### src/c8ex_pkg.sv
// shared constants and types of the chip-8 execute core
package c8ex_pkg;

  // return stack geometry
  localparam int STACK_DEPTH = 16;
  localparam int STK_AW      = $clog2(STACK_DEPTH);
  localparam int STK_DW      = $clog2(STACK_DEPTH + 1);

  // field widths
  localparam int ADDR_W = 12;
  localparam int BYTE_W = 8;
  localparam int INS_W  = 16;
  localparam int IN_W   = 24;
  localparam int OUT_W  = 48;

  // configuration port
  localparam int CFG_AW = 3;
  localparam int CFG_DW = 32;
  localparam logic REG_START_ADDRESS = 1'b0;
  localparam logic [ADDR_W-1:0] START_RESET = 12'h200;

  // result status
  typedef enum logic [1:0] {
    ST_OK          = 2'd0,
    ST_UNSUPPORTED = 2'd1,
    ST_OVERFLOW    = 2'd2,
    ST_UNDERFLOW   = 2'd3
  } status_t;

  // instruction groups (top nibble)
  localparam logic [3:0] GRP_SYS   = 4'h0;
  localparam logic [3:0] GRP_JP    = 4'h1;
  localparam logic [3:0] GRP_CALL  = 4'h2;
  localparam logic [3:0] GRP_SE_NN = 4'h3;
  localparam logic [3:0] GRP_SNE_NN= 4'h4;
  localparam logic [3:0] GRP_SE_V  = 4'h5;
  localparam logic [3:0] GRP_LD_NN = 4'h6;
  localparam logic [3:0] GRP_ADD_NN= 4'h7;
  localparam logic [3:0] GRP_ALU   = 4'h8;
  localparam logic [3:0] GRP_SNE_V = 4'h9;
  localparam logic [3:0] GRP_LD_I  = 4'hA;
  localparam logic [3:0] GRP_JP_V0 = 4'hB;
  localparam logic [3:0] GRP_RND   = 4'hC;

  // alu operations (low nibble of group 8)
  localparam logic [3:0] ALU_MOV = 4'h0;
  localparam logic [3:0] ALU_OR  = 4'h1;
  localparam logic [3:0] ALU_AND = 4'h2;
  localparam logic [3:0] ALU_XOR = 4'h3;
  localparam logic [3:0] ALU_ADD = 4'h4;
  localparam logic [3:0] ALU_SUB = 4'h5;
  localparam logic [3:0] ALU_SHR = 4'h6;
  localparam logic [3:0] ALU_SBN = 4'h7;
  localparam logic [3:0] ALU_SHL = 4'hE;

  // full system instruction words
  localparam logic [INS_W-1:0] INS_CLS = 16'h00E0;
  localparam logic [INS_W-1:0] INS_RET = 16'h00EE;

  localparam logic [3:0] FLAG_REG = 4'hF;

endpackage

### src/chip8_instruction_execute_core.sv
// chip-8 instruction execute core: registers, return stack and execute logic
// datapath: an input transfer is captured in the input register, then executed
//   into the output register
// throughput: one instruction per cycle while the output is not stalled; the
//   register file read at input time with bypass of the instruction executing in the same cycle sets this
// reset (synchronous, rst_n low): pc to 0x200, start address to 0x200, v0-ve
//   read as zero via per-entry valid bits, vf, index and stack depth to 0
module chip8_instruction_execute_core (
  input  logic        clk,
  input  logic        rst_n,
  // input stream
  input  logic        in_tvalid,
  output logic        in_tready,
  input  logic [23:0] in_tdata,   // instruction[15:0], random_byte[23:16]
  // result stream
  output logic        out_tvalid,
  input  logic        out_tready,
  output logic [47:0] out_tdata,  // next_pc[11:0], index_value[23:12],
                                  // reg_write_valid[24], reg_write_num[28:25],
                                  // reg_write_value[36:29], flag_value[44:37],
                                  // clear_screen[45], status[47:46]
  // configuration
  input  logic        cfg_psel,
  input  logic        cfg_penable,
  input  logic        cfg_pwrite,
  input  logic [2:0]  cfg_paddr,
  input  logic [31:0] cfg_pwdata,
  output logic [31:0] cfg_prdata,
  output logic        cfg_pready
);

  localparam int AW = c8ex_pkg::ADDR_W;
  localparam int BW = c8ex_pkg::BYTE_W;
  localparam int SD = c8ex_pkg::STACK_DEPTH;
  localparam int SA = c8ex_pkg::STK_AW;
  localparam int SW = c8ex_pkg::STK_DW;

  // ---------------------------------------------------------------------------
  // architectural state
  // ---------------------------------------------------------------------------
  logic [AW-1:0] start_r;
  logic [AW-1:0] pc_r;
  logic [AW-1:0] idx_r;
  logic [SW-1:0] depth_r;
  logic [AW-1:0] stack_r [SD];
  logic [BW-1:0] v0_r;       // shadow copy of v0 for the pc+v0 jump
  logic [BW-1:0] vf_r;       // flag register lives here, not in the file
  logic [BW-1:0] vmem [16];  // general register file, entry 15 unused
  logic [15:0]   vvld_r;     // entry written since reset

  // ---------------------------------------------------------------------------
  // handshake
  // ---------------------------------------------------------------------------
  logic          in_valid_r;
  logic          out_valid_r;
  logic          in_fire;
  logic          ex_fire;

  // the execute stage moves whenever the output register is free or drains
  assign ex_fire   = in_valid_r && (!out_valid_r || out_tready);
  assign in_tready = !in_valid_r || ex_fire;
  assign in_fire   = in_tvalid && in_tready;

  always_ff @(posedge clk) begin
    if (!rst_n) begin
      in_valid_r  <= 1'b0;
      out_valid_r <= 1'b0;
    end else begin
      if (in_fire) begin
        in_valid_r <= 1'b1;
      end else if (ex_fire) begin
        in_valid_r <= 1'b0;
      end
      if (ex_fire) begin
        out_valid_r <= 1'b1;
      end else if (out_tready) begin
        out_valid_r <= 1'b0;
      end
    end
  end

  // ---------------------------------------------------------------------------
  // input register and operand read
  // ---------------------------------------------------------------------------
  logic [15:0]   ins_r;
  logic [BW-1:0] rnd_r;
  logic [3:0]    in_x;
  logic [3:0]    in_y;
  logic [BW-1:0] rdx_raw_r, rdy_raw_r;
  logic          fwdx_sel_r, fwdy_sel_r;
  logic [BW-1:0] fwdx_val_r, fwdy_val_r;
  logic          fwdx_sel, fwdy_sel;
  logic [BW-1:0] fwdx_val, fwdy_val;

  // register file write port and next flag value of the executing item
  logic          wr_en;
  logic [3:0]    wr_addr;
  logic [BW-1:0] wr_data;
  logic [BW-1:0] vf_nxt;

  assign in_x = in_tdata[11:8];
  assign in_y = in_tdata[7:4];

  // bypass: flag register, a write in this same cycle, or a never-written entry
  always_comb begin
    fwdx_sel = 1'b1;
    fwdx_val = '0;
    if (in_x == c8ex_pkg::FLAG_REG) begin
      fwdx_val = vf_nxt;
    end else if (wr_en && wr_addr == in_x) begin
      fwdx_val = wr_data;
    end else if (!vvld_r[in_x]) begin
      fwdx_val = '0;
    end else begin
      fwdx_sel = 1'b0;
    end
    fwdy_sel = 1'b1;
    fwdy_val = '0;
    if (in_y == c8ex_pkg::FLAG_REG) begin
      fwdy_val = vf_nxt;
    end else if (wr_en && wr_addr == in_y) begin
      fwdy_val = wr_data;
    end else if (!vvld_r[in_y]) begin
      fwdy_val = '0;
    end else begin
      fwdy_sel = 1'b0;
    end
  end

  always_ff @(posedge clk) begin
    if (wr_en) begin
      vmem[wr_addr] <= wr_data;
    end
    if (in_fire) begin
      rdx_raw_r <= vmem[in_x];
      rdy_raw_r <= vmem[in_y];
    end
  end

  always_ff @(posedge clk) begin
    if (in_fire) begin
      ins_r      <= in_tdata[15:0];
      rnd_r      <= in_tdata[23:16];
      fwdx_sel_r <= fwdx_sel;
      fwdx_val_r <= fwdx_val;
      fwdy_sel_r <= fwdy_sel;
      fwdy_val_r <= fwdy_val;
    end
  end

  // ---------------------------------------------------------------------------
  // execute
  // ---------------------------------------------------------------------------
  logic [3:0]        grp, ex_x, ex_n;
  logic [BW-1:0]     nn, vx, vy;
  logic [AW-1:0]     nnn;
  logic [AW-1:0]     pc_plus2, pc_plus4;
  logic [SW-1:0]     depth_m1;
  logic [AW-1:0]     stack_top;
  logic [BW:0]       sum9;
  logic [AW-1:0]     pc_nxt;
  c8ex_pkg::status_t st;
  logic [BW-1:0]     result, flag;
  logic              wx, wf, clr, push, pop, idx_wr;
  logic [BW-1:0]     vf_new;

  assign grp      = ins_r[15:12];
  assign ex_x     = ins_r[11:8];
  assign ex_n     = ins_r[3:0];
  assign nn       = ins_r[7:0];
  assign nnn      = ins_r[11:0];
  assign vx       = fwdx_sel_r ? fwdx_val_r : rdx_raw_r;
  assign vy       = fwdy_sel_r ? fwdy_val_r : rdy_raw_r;
  assign pc_plus2 = pc_r + AW'(2);
  assign pc_plus4 = pc_r + AW'(4);
  assign depth_m1 = depth_r - SW'(1);
  assign stack_top = stack_r[depth_m1[SA-1:0]];
  assign sum9     = {1'b0, vx} + {1'b0, vy};

  always_comb begin
    pc_nxt = pc_plus2;
    st     = c8ex_pkg::ST_OK;
    result = '0;
    flag   = '0;
    wx     = 1'b0;
    wf     = 1'b0;
    clr    = 1'b0;
    push   = 1'b0;
    pop    = 1'b0;
    idx_wr = 1'b0;
    case (grp)
      c8ex_pkg::GRP_SYS: begin
        if (ins_r == c8ex_pkg::INS_CLS) begin
          clr = 1'b1;
        end else if (ins_r == c8ex_pkg::INS_RET) begin
          if (depth_r == '0) begin
            st = c8ex_pkg::ST_UNDERFLOW;
          end else begin
            pop    = 1'b1;
            pc_nxt = stack_top + AW'(2);
          end
        end else begin
          st = c8ex_pkg::ST_UNSUPPORTED;
        end
      end
      c8ex_pkg::GRP_JP: pc_nxt = nnn;
      c8ex_pkg::GRP_CALL: begin
        if (depth_r >= SW'(SD)) begin
          st = c8ex_pkg::ST_OVERFLOW;
        end else begin
          push   = 1'b1;
          pc_nxt = nnn;
        end
      end
      c8ex_pkg::GRP_SE_NN:  if (vx == nn) pc_nxt = pc_plus4;
      c8ex_pkg::GRP_SNE_NN: if (vx != nn) pc_nxt = pc_plus4;
      c8ex_pkg::GRP_SE_V:   if (vx == vy) pc_nxt = pc_plus4;
      c8ex_pkg::GRP_LD_NN: begin
        result = nn;
        wx     = 1'b1;
      end
      c8ex_pkg::GRP_ADD_NN: begin
        result = vx + nn;
        wx     = 1'b1;
      end
      c8ex_pkg::GRP_ALU: begin
        wx = 1'b1;
        case (ex_n)
          c8ex_pkg::ALU_MOV: result = vy;
          c8ex_pkg::ALU_OR:  result = vx | vy;
          c8ex_pkg::ALU_AND: result = vx & vy;
          c8ex_pkg::ALU_XOR: result = vx ^ vy;
          c8ex_pkg::ALU_ADD: begin
            result = sum9[BW-1:0];
            flag   = BW'(sum9[BW]);
            wf     = 1'b1;
          end
          c8ex_pkg::ALU_SUB: begin
            result = vx - vy;
            flag   = BW'(vx >= vy);
            wf     = 1'b1;
          end
          c8ex_pkg::ALU_SHR: begin
            result = vx >> 1;
            flag   = BW'(vx[0]);
            wf     = 1'b1;
          end
          c8ex_pkg::ALU_SBN: begin
            result = vy - vx;
            flag   = BW'(vy >= vx);
            wf     = 1'b1;
          end
          c8ex_pkg::ALU_SHL: begin
            result = vx << 1;
            flag   = BW'(vx[BW-1]);
            wf     = 1'b1;
          end
          default: begin
            wx = 1'b0;
            st = c8ex_pkg::ST_UNSUPPORTED;
          end
        endcase
      end
      c8ex_pkg::GRP_SNE_V: if (vx != vy) pc_nxt = pc_plus4;
      c8ex_pkg::GRP_LD_I:  idx_wr = 1'b1;
      c8ex_pkg::GRP_JP_V0: pc_nxt = nnn + AW'(v0_r);
      c8ex_pkg::GRP_RND: begin
        result = rnd_r & nn;
        wx     = 1'b1;
      end
      default: st = c8ex_pkg::ST_UNSUPPORTED;
    endcase
    // any error leaves the machine untouched
    if (st != c8ex_pkg::ST_OK) begin
      pc_nxt = pc_r;
      wx     = 1'b0;
      wf     = 1'b0;
      clr    = 1'b0;
      push   = 1'b0;
      pop    = 1'b0;
      idx_wr = 1'b0;
    end
  end

  // result write wins over the flag write when x is the flag register
  always_comb begin
    if (wx && ex_x == c8ex_pkg::FLAG_REG) begin
      vf_new = result;
    end else if (wf) begin
      vf_new = flag;
    end else begin
      vf_new = vf_r;
    end
  end

  assign vf_nxt  = ex_fire ? vf_new : vf_r;
  assign wr_en   = ex_fire && wx && (ex_x != c8ex_pkg::FLAG_REG);
  assign wr_addr = ex_x;
  assign wr_data = result;

  // ---------------------------------------------------------------------------
  // state update and configuration
  // ---------------------------------------------------------------------------
  logic cfg_wr;
  assign cfg_wr = cfg_psel && cfg_penable && cfg_pwrite && cfg_pready &&
                  (cfg_paddr[2] == c8ex_pkg::REG_START_ADDRESS);

  always_ff @(posedge clk) begin
    if (!rst_n) begin
      start_r <= c8ex_pkg::START_RESET;
      pc_r    <= c8ex_pkg::START_RESET;
      idx_r   <= '0;
      depth_r <= '0;
      v0_r    <= '0;
      vf_r    <= '0;
      vvld_r  <= '0;
    end else begin
      if (ex_fire) begin
        pc_r <= pc_nxt;
        vf_r <= vf_new;
        if (idx_wr) begin
          idx_r <= nnn;
        end
        if (push) begin
          depth_r <= depth_r + SW'(1);
        end else if (pop) begin
          depth_r <= depth_m1;
        end
        if (wx && ex_x == 4'd0) begin
          v0_r <= result;
        end
      end
      if (wr_en) begin
        vvld_r[wr_addr] <= 1'b1;
      end
      // start address write also reloads the program counter
      if (cfg_wr) begin
        start_r <= cfg_pwdata[AW-1:0];
        pc_r    <= cfg_pwdata[AW-1:0];
      end
    end
  end

  // return stack entries: no reset, only entries below depth are read
  always_ff @(posedge clk) begin
    if (ex_fire && push) begin
      stack_r[depth_r[SA-1:0]] <= pc_r;
    end
  end

  assign cfg_pready = 1'b1;
  assign cfg_prdata = (cfg_paddr[2] == c8ex_pkg::REG_START_ADDRESS) ?
                      {{(c8ex_pkg::CFG_DW-AW){1'b0}}, start_r} : '0;

  // ---------------------------------------------------------------------------
  // result register
  // ---------------------------------------------------------------------------
  logic [AW-1:0]     o_pc_r, o_idx_r;
  logic              o_rwv_r, o_clr_r;
  logic [3:0]        o_num_r;
  logic [BW-1:0]     o_val_r, o_flag_r;
  c8ex_pkg::status_t o_st_r;

  always_ff @(posedge clk) begin
    if (ex_fire) begin
      o_pc_r   <= pc_nxt;
      o_idx_r  <= idx_wr ? nnn : idx_r;
      o_rwv_r  <= wx;
      o_num_r  <= wx ? ex_x : 4'd0;
      o_val_r  <= wx ? result : '0;
      o_flag_r <= vf_new;
      o_clr_r  <= clr;
      o_st_r   <= st;
    end
  end

  assign out_tvalid = out_valid_r;
  assign out_tdata  = {o_st_r, o_clr_r, o_flag_r, o_val_r, o_num_r, o_rwv_r,
                       o_idx_r, o_pc_r};

  // ---------------------------------------------------------------------------
  // assertions
  // ---------------------------------------------------------------------------
  a_err_no_side_effect: assert property (@(posedge clk) disable iff (!rst_n)
    out_valid_r && (o_st_r != c8ex_pkg::ST_OK) |-> !o_rwv_r && !o_clr_r)
    else $error("error result reports a register write or clear");

  a_depth_bound: assert property (@(posedge clk) disable iff (!rst_n)
    depth_r <= SW'(SD))
    else $error("stack depth beyond capacity");

  a_push_count: assert property (@(posedge clk) disable iff (!rst_n)
    ex_fire && push |=> depth_r == SW'($past(depth_r) + SW'(1)))
    else $error("call did not grow the stack");

  a_err_pc_hold: assert property (@(posedge clk) disable iff (!rst_n)
    ex_fire && (st != c8ex_pkg::ST_OK) && !cfg_wr |=> $stable(pc_r))
    else $error("program counter moved on an error");

  a_ready_when_empty: assert property (@(posedge clk) disable iff (!rst_n)
    !out_valid_r |-> in_tready)
    else $error("input stalled with an empty output register");

endmodule
### config.mk
export PLATFORM = sky130hd
export DESIGN_NAME = chip8_instruction_execute_core
export DESIGN_NICKNAME = d
export VERILOG_FILES = /design/src/c8ex_pkg.sv /design/src/chip8_instruction_execute_core.sv
export SDC_FILE = /design/constraint.sdc
export NUM_CORES = 1
export LEC_CHECK = 0
export BUFFER_PORTS_ARGS = -buffer_cell sky130_fd_sc_hd__buf_2
export CAP_MARGIN = 0
export CORE_UTILIZATION = 33
export DETAILED_ROUTE_END_ITERATION = 10
export PLACE_DENSITY = 0.53
export SKIP_LAST_GASP = 1
export SYNTH_ARGS = -nofsm -noshare
export SYNTH_HDL_FRONTEND = slang
export SYNTH_SLANG_ARGS = --single-unit
### constraint.sdc
create_clock -name clk -period 5.3 [get_ports clk]
set_clock_uncertainty 0.05 [all_clocks]
set_input_delay 1.06 -clock clk [delete_from_list [all_inputs] [get_ports clk]]
set_output_delay 1.06 -clock clk [all_outputs]
set_load 0.02 [all_outputs]
Yosys cells after proc, flatten, opt, wreduce, memory -nomap -nowiden:

Memory sizes are Yosys's and may differ from the RTL's. A register that Yosys moved wholly into a read port is not among the register bits.
Cells that the tools add are included.

* eq/ne operators: 32
* add/subtract/negate cells: 10
* shift-type cells: 0
* multiplexer cells: 68
* multipliers: 0
* reductions and logical operators: 35
* divide/modulo/power cells: 0
* bitwise logic cells: 7
* order comparisons: 7

Operators by type and width (number)
* 2-to-1 mux 12 bit: 13
* case mux 12 bit (8 select lines): 1
* 2-to-1 mux 8 bit: 9
* case mux 8 bit (9 select lines): 1
* == test 4 bit, second input constant: 9
* == test 16 x 8 -> 1 bit, second input constant: 2
* == test 4 x 3 -> 1 bit, second input constant: 8
* case mux 8 bit (4 select lines): 1
* 2-to-1 mux 1 bit: 31
* adder 12 x 2 -> 12 bit, second input constant: 2
* bitwise AND 8 bit: 2
* == test 4 x 2 -> 1 bit, second input constant: 4
* == test 8 bit: 2
* greater-or-equal comparator 8 bit: 2
* inequality test 8 bit: 2
* OR 16 bit: 1
* subtractor 8 bit: 2
* less-than comparator 4 x 5 -> 1 bit, second input constant: 3
* logical AND 1 bit: 13
* adder 12 x 3 -> 12 bit, second input constant: 1
* adder 12 x 8 -> 12 bit: 1
* logical NOT 4 bit: 3
* 2-to-1 mux 5 bit: 2
* nonzero test 2 bit: 5
* other kinds (27): 39

* memory bits (read-only): 0
* memories kept: 2
* RAM bits: 320
* register bits: 165
* word-level logic and storage cells: 184
* latch bits: 0
* output and inout port bits: 83
* input port bits: 66

Memories
* stack_r: depth 16, bits a word 12, rd ports 1, clocked after memory_dff 0, write ports 1, line chip8_instruction_execute_core.sv:45 `logic [AW-1:0] stack_r [SD];`
* vmem: depth 16, bits a word 8, rd ports 2, clocked after memory_dff 2, write ports 1, line chip8_instruction_execute_core.sv:48 `logic [BW-1:0] vmem [16];`

Longest topological paths before layout:

* depth in word-level cells: 12
* depth in mapped cells: 19
* gate-level depth less buffers: 14

Worst setup path after synthesis:

Ideal clock, no wire load.

* path kind: flip-flop to flip-flop
* start point: register depth_r[0]
* end point: register o_pc_r[9] (data pin)
* library setup time: 265 ps
* path buffers: 5
* data arrival time: 3995 ps
* data required time: 4985 ps
* cell stages (with the launch flop): 20
* path slack: 990 ps
* clock period less this slack: 4310 ps
* cells stage by stage: dfxtp_1 buf_4 buf_4 buf_4 inv_1 ha_1 xor2_2 buf_4 buf_2 mux4_2 nor2b_1 a211oi_1 a31oi_1 ha_1 and4bb_2 nand4_1 xor2_1 o211ai_1 a21oi_1 o21ai_1

* word-level cells in the longest chain between the ends: 8
* elaborated cells on any way between the ends: 17
* those cells by class: add/sub (2); order compare (1); mux (11); reduce/logical (2); memory (1)

Ends and longest elaborated chain
* start, declared: line chip8_instruction_execute_core.sv:44 `logic [SW-1:0] depth_r;`
* start signal, assigned: line chip8_instruction_execute_core.sv:325 `depth_r <= depth_r + SW'(1);`
* start signal, assigned: line chip8_instruction_execute_core.sv:327 `depth_r <= depth_m1;`
* subtractor 5 x 1 -> 5 bit: line chip8_instruction_execute_core.sv:176 `assign depth_m1 = depth_r - SW'(1);`
* memory (16 x 12 bit)
* adder 12 x 2 -> 12 bit: line chip8_instruction_execute_core.sv:200 `pc_nxt = stack_top + AW'(2);`
* 2-to-1 mux 12 bit: line chip8_instruction_execute_core.sv:196 `if (depth_r == '0) begin`
* 2-to-1 mux 12 bit: line chip8_instruction_execute_core.sv:195 `end else if (ins_r == c8ex_pkg::INS_RET) begin`
* 2-to-1 mux 12 bit: line chip8_instruction_execute_core.sv:193 `if (ins_r == c8ex_pkg::INS_CLS) begin`
* case mux 12 bit (8 select lines): line chip8_instruction_execute_core.sv:191 `case (grp)`
* 2-to-1 mux 12 bit *: line chip8_instruction_execute_core.sv:274 `if (st != c8ex_pkg::ST_OK) begin`
* net pc_nxt[9]: line chip8_instruction_execute_core.sv:161 `logic [AW-1:0] pc_nxt;`
* end signal, assigned: line chip8_instruction_execute_core.sv:366 `o_pc_r <= pc_nxt;`
* end, declared: line chip8_instruction_execute_core.sv:358 `logic [AW-1:0] o_pc_r, o_idx_r;`

The timed path passes the listed nets; every way through them passes the cells marked *.
A chain may end at the register's enable or synchronous reset.

Worst setup path in the final report:

* start point: register fwdx_sel_r
* end point: register fwdy_val_r[7] (data pin)

* word-level cells in the longest chain between the ends: 7
* elaborated cells on any way between the ends: 14
* those cells by class: add/sub (4); mux (7); bitwise (3)

Ends and longest elaborated chain
* start, declared: line chip8_instruction_execute_core.sv:90 `logic fwdx_sel_r, fwdy_sel_r;`
* start signal, assigned: line chip8_instruction_execute_core.sv:144 `fwdx_sel_r <= fwdx_sel;`
* 2-to-1 mux 8 bit *: line chip8_instruction_execute_core.sv:172 `assign vx = fwdx_sel_r ? fwdx_val_r : rdx_raw_r;`
* subtractor 8 bit (tied with other cells): line chip8_instruction_execute_core.sv:249 `result = vy - vx;`
* case mux 8 bit (9 select lines): line chip8_instruction_execute_core.sv:228 `case (ex_n)`
* case mux 8 bit (4 select lines) *: line chip8_instruction_execute_core.sv:191
* net result[7]: line chip8_instruction_execute_core.sv:163 `logic [BW-1:0] result, flag;`
* 2-to-1 mux 8 bit: line chip8_instruction_execute_core.sv:287 `if (wx && ex_x == c8ex_pkg::FLAG_REG) begin`
* 2-to-1 mux 8 bit
* 2-to-1 mux 8 bit *: line chip8_instruction_execute_core.sv:119 `if (in_y == c8ex_pkg::FLAG_REG) begin`
* net fwdy_val[7]: line chip8_instruction_execute_core.sv:93 `logic [BW-1:0] fwdx_val, fwdy_val;`
* end signal, assigned: line chip8_instruction_execute_core.sv:147 `fwdy_val_r <= fwdy_val;`
* end, declared: line chip8_instruction_execute_core.sv:91 `logic [BW-1:0] fwdx_val_r, fwdy_val_r;`

Marks and branches as above.

==> metrics <==
Rows 100; sequential share of power 48.7%; vias in the first global route 16,600; largest net degree at the start of global routing 57; sequential fraction of the synthesis area 57.4%; Ant. Diodes 0; Slew HR 16.2%; drt drc 0; Mapped Cells 1,933; dpl ws 0.692 ns; r2r setup slk 0.57 ns; port buffer count 105; max incr delay on CP 0.65 ns; Finish-stage setup viols 0; Clk pin slew, worst setup/hold paths 0.06 ns; Final Slew Violations 0; Peak supply drop 0.245 mV; Final WS setup 0.571 ns; Final Critical Period 4.73 ns; static leakage 10.3 nW; Max clock buf depth 3; hold_sp start_r[9]$_SDFFE_PN1P_; Final HPWL DP 50,700 um; Setup crit start kind register; Pint 6.87 mW; CTS root buf clkbuf_16; initial core utilization 33.4%; Slew @ Worst Pin 1.26 ns; Die Height 277 um; Async SR Flop Fraction 0%; vias per cell 5.55; hold endpoint start_r[9]$_SDFFE_PN1P_; initial antenna violation count 1; Crit Path Category register to register; crit-path max FO 18; cell taking the most area after synthesis edfxtp_1; count leader, synth edfxtp_1; drt first-iter violations 1,592; DR pass1 iterations 5; Area growth syn-to-layout 14.6%; Switch Pwr 2.27 mW; final hold vios 0; GPL Wtd Cong 0.907; vias 17,100; clock tree sinks 501; capturing point of the worst reg2reg path fwdy_val_r[7]$_DFFE_PP_; CP endpoint kind register; Synth Warn # 0; Comb pwr share 8.7%; Synth area leaders edfxtp_1 51%, mux4_2 8.4%, dfxtp_1 6.0%; Hold Path Stages 2; setup bufs post-CTS 0; nets 2,190; crit share post-route 89.2%; RSZ-0062 raised after global routing false; Mapped Area 24,900 sq um; Netlist cell types 91; die width 277 um; Worst path slowest cell edfxtp_1; total I/O pin count 149; Avg Inst Size Synth 12.9 sq um; Max-cap violations 0; Core Box Area 74,600 sq um; worst-path cell chain mux2i_1 -> ha_1 -> a21oi_1 -> o21bai_1 -> a2111oi_0 -> nor3_1 -> a221o_1 -> a221oi_1 -> o221a_2 -> inv_2 -> a22o_1; H-tree depth 2; CTS resizes 0; worst flop-to-flop path startpoint fwdx_sel_r$_SDFFCE_PP1P_; TritonCTS clock tree built; Post-synth EDFFs 426; die area 76,600 sq um; hold_buf cts 0; pwr dens 320 nW/um^2; ANT nets after route 0; mean routed wirelength per cell 24.4 um; clock network power share 42.6%; outcome completed; first-pass GRT wire length 111,000 um; worst hold path class register to register; final setup TNS 0 ns; CP Data Arrival Time 5.02 ns; ys flop type edfxtp_1; share of cells above drive strength 1 20.1%; gr usage total 19.3%; Switching Fraction 24.9%; R2R cell count 11; GRT Residual Overflow 0; Clk Latency, worst-skew pair 0.64 ns; top cells by count, synth 426 x edfxtp_1, 197 x nand2_1, 113 x a21oi_1, 99 x nor2_1, 93 x mux4_2; Synth Register Bits 501; clock buffer count from CTS 56; top cell type's share of synthesized area 51.4%; FMAX 211 MHz; WP data required 5.59 ns; drt total wl 75,100 um
state kept, by name, indices dropped and copies added (netlist names), 5 cells and up:
register,flops
vf_r,8
fwdy_val_r,8
stack_r,192
start_r,12
rdx_raw_r,8
fwdx_val_r,8
ins_r,16
o_idx_r,12
vvld_r,16
vmem,128
rdy_raw_r,8
o_pc_r,12
rnd_r,8
idx_r,12
pc_r,12
depth_r,5
o_val_r,8
v0_r,8
o_flag_r,8
per-layer routing:
metal / vias to the layer above / GRT usage [%] / part of all wire [%]
li1: 7698 / - / -
met1: 8655 / 27.8 / 46
met2: 644 / 30.0 / 45
met3: 113 / 3.28 / 6.7
met4: 2 / 4.93 / 2.3
met5: - / 0 / 0.017
how the worst max path moves through the flow:
stage	start	to	depth (start not counted)	slack (ns)
detailed placement	fwdx_sel_r$_SDFFCE_PP1P_	fwdy_val_r[7]$_DFFE_PP_	11	0.69
global route	fwdx_sel_r$_SDFFCE_PP1P_	pc_r[5]$_SDFFE_PN0P_	12	0.45
finish	fwdx_sel_r$_SDFFCE_PP1P_	fwdy_val_r[7]$_DFFE_PP_	11	0.57
floorplan	depth_r[0]$_SDFFE_PN0P_	o_pc_r[9]$_DFFE_PP_	19	0.99
global placement	fwdx_sel_r$_SDFFCE_PP1P_	fwdy_val_r[7]$_DFFE_PP_	14	0.72
CTS	fwdx_sel_r$_SDFFCE_PP1P_	fwdy_val_r[7]$_DFFE_PP_	11	0.66
critical path, delay by kind of cell, from the launching register on:
| family | cells | cell delay [ns] |
|---|---|---|
| compound gates | 7 | 2.41 |
| fa+ha+maj | 1 | 0.44 |
| buf+inv | 1 | 0.20 |
| flops | 1 | 0.65 |
| mux | 1 | 0.57 |
| simple gates | 1 | 0.14 |
cell type report:
class / count / area, sq um
tap: 969 / 1210
inverter: 47 / 178
sequential: 501 / 14300
multi-input combinational: 1279 / 9930
fill: 7054 / 46000
clock buffer: 80 / 1550
timing repair buffer: 179 / 1090
clock inverter: 26 / 295
power groups by stage:
stage	clock network [mW]	registers, mW	logic (mW)
floorplan	0	4.50	0.518
global placement	0	4.52	0.781
detailed placement	0	4.53	0.787
CTS	3.98	4.44	0.789
global route	4.12	4.45	0.857
finish	3.90	4.45	0.796
cell usage in the layout, fill, tap and decap left out, drive strengths merged, types with 38 or more instances in the layout:
cell    synthesis  final
nor3           39     39
mux4           93     93
nor2           99     99
mux2i          78     78
nand3          38     38
buf            52    179
dfxtp          75     75
edfxtp        426    426
ha             55     55
o21ai          91     91
inv            47     49
a21oi         113    113
clkbuf         81     80
nand2         199    199
cells by family (layout without fill, tap and decap cells):
logic type,Yosys count,in the layout,synth area share [%]
adders and majority gates,60,60,3.17
muxes,206,206,13.2
buffers and inverters,180,332,3.33
other,2,29,0.0302
AOI/OAI and AO/OA,442,442,11.9
and+or+nand+nor,497,497,9.39
xor gates and xnor gates,45,45,1.61
DFF,501,501,57.4
stage by stage:
step                hold slack [ns]  std cells  util (%)  cell area [sq um]  total power, mW
detailed placement            0.382       2975      35.8              26700             5.31
global placement              0.387       2975      35.8              26700             5.31
global route                  0.425       3081      38.3              28500             9.43
finish                        0.398       3081      38.3              28500             9.14
floorplan                     0.365       1960         -              25000             5.02
CTS                           0.393       3081      38.3              28500             9.21
(Power assumes the default switching activity.)
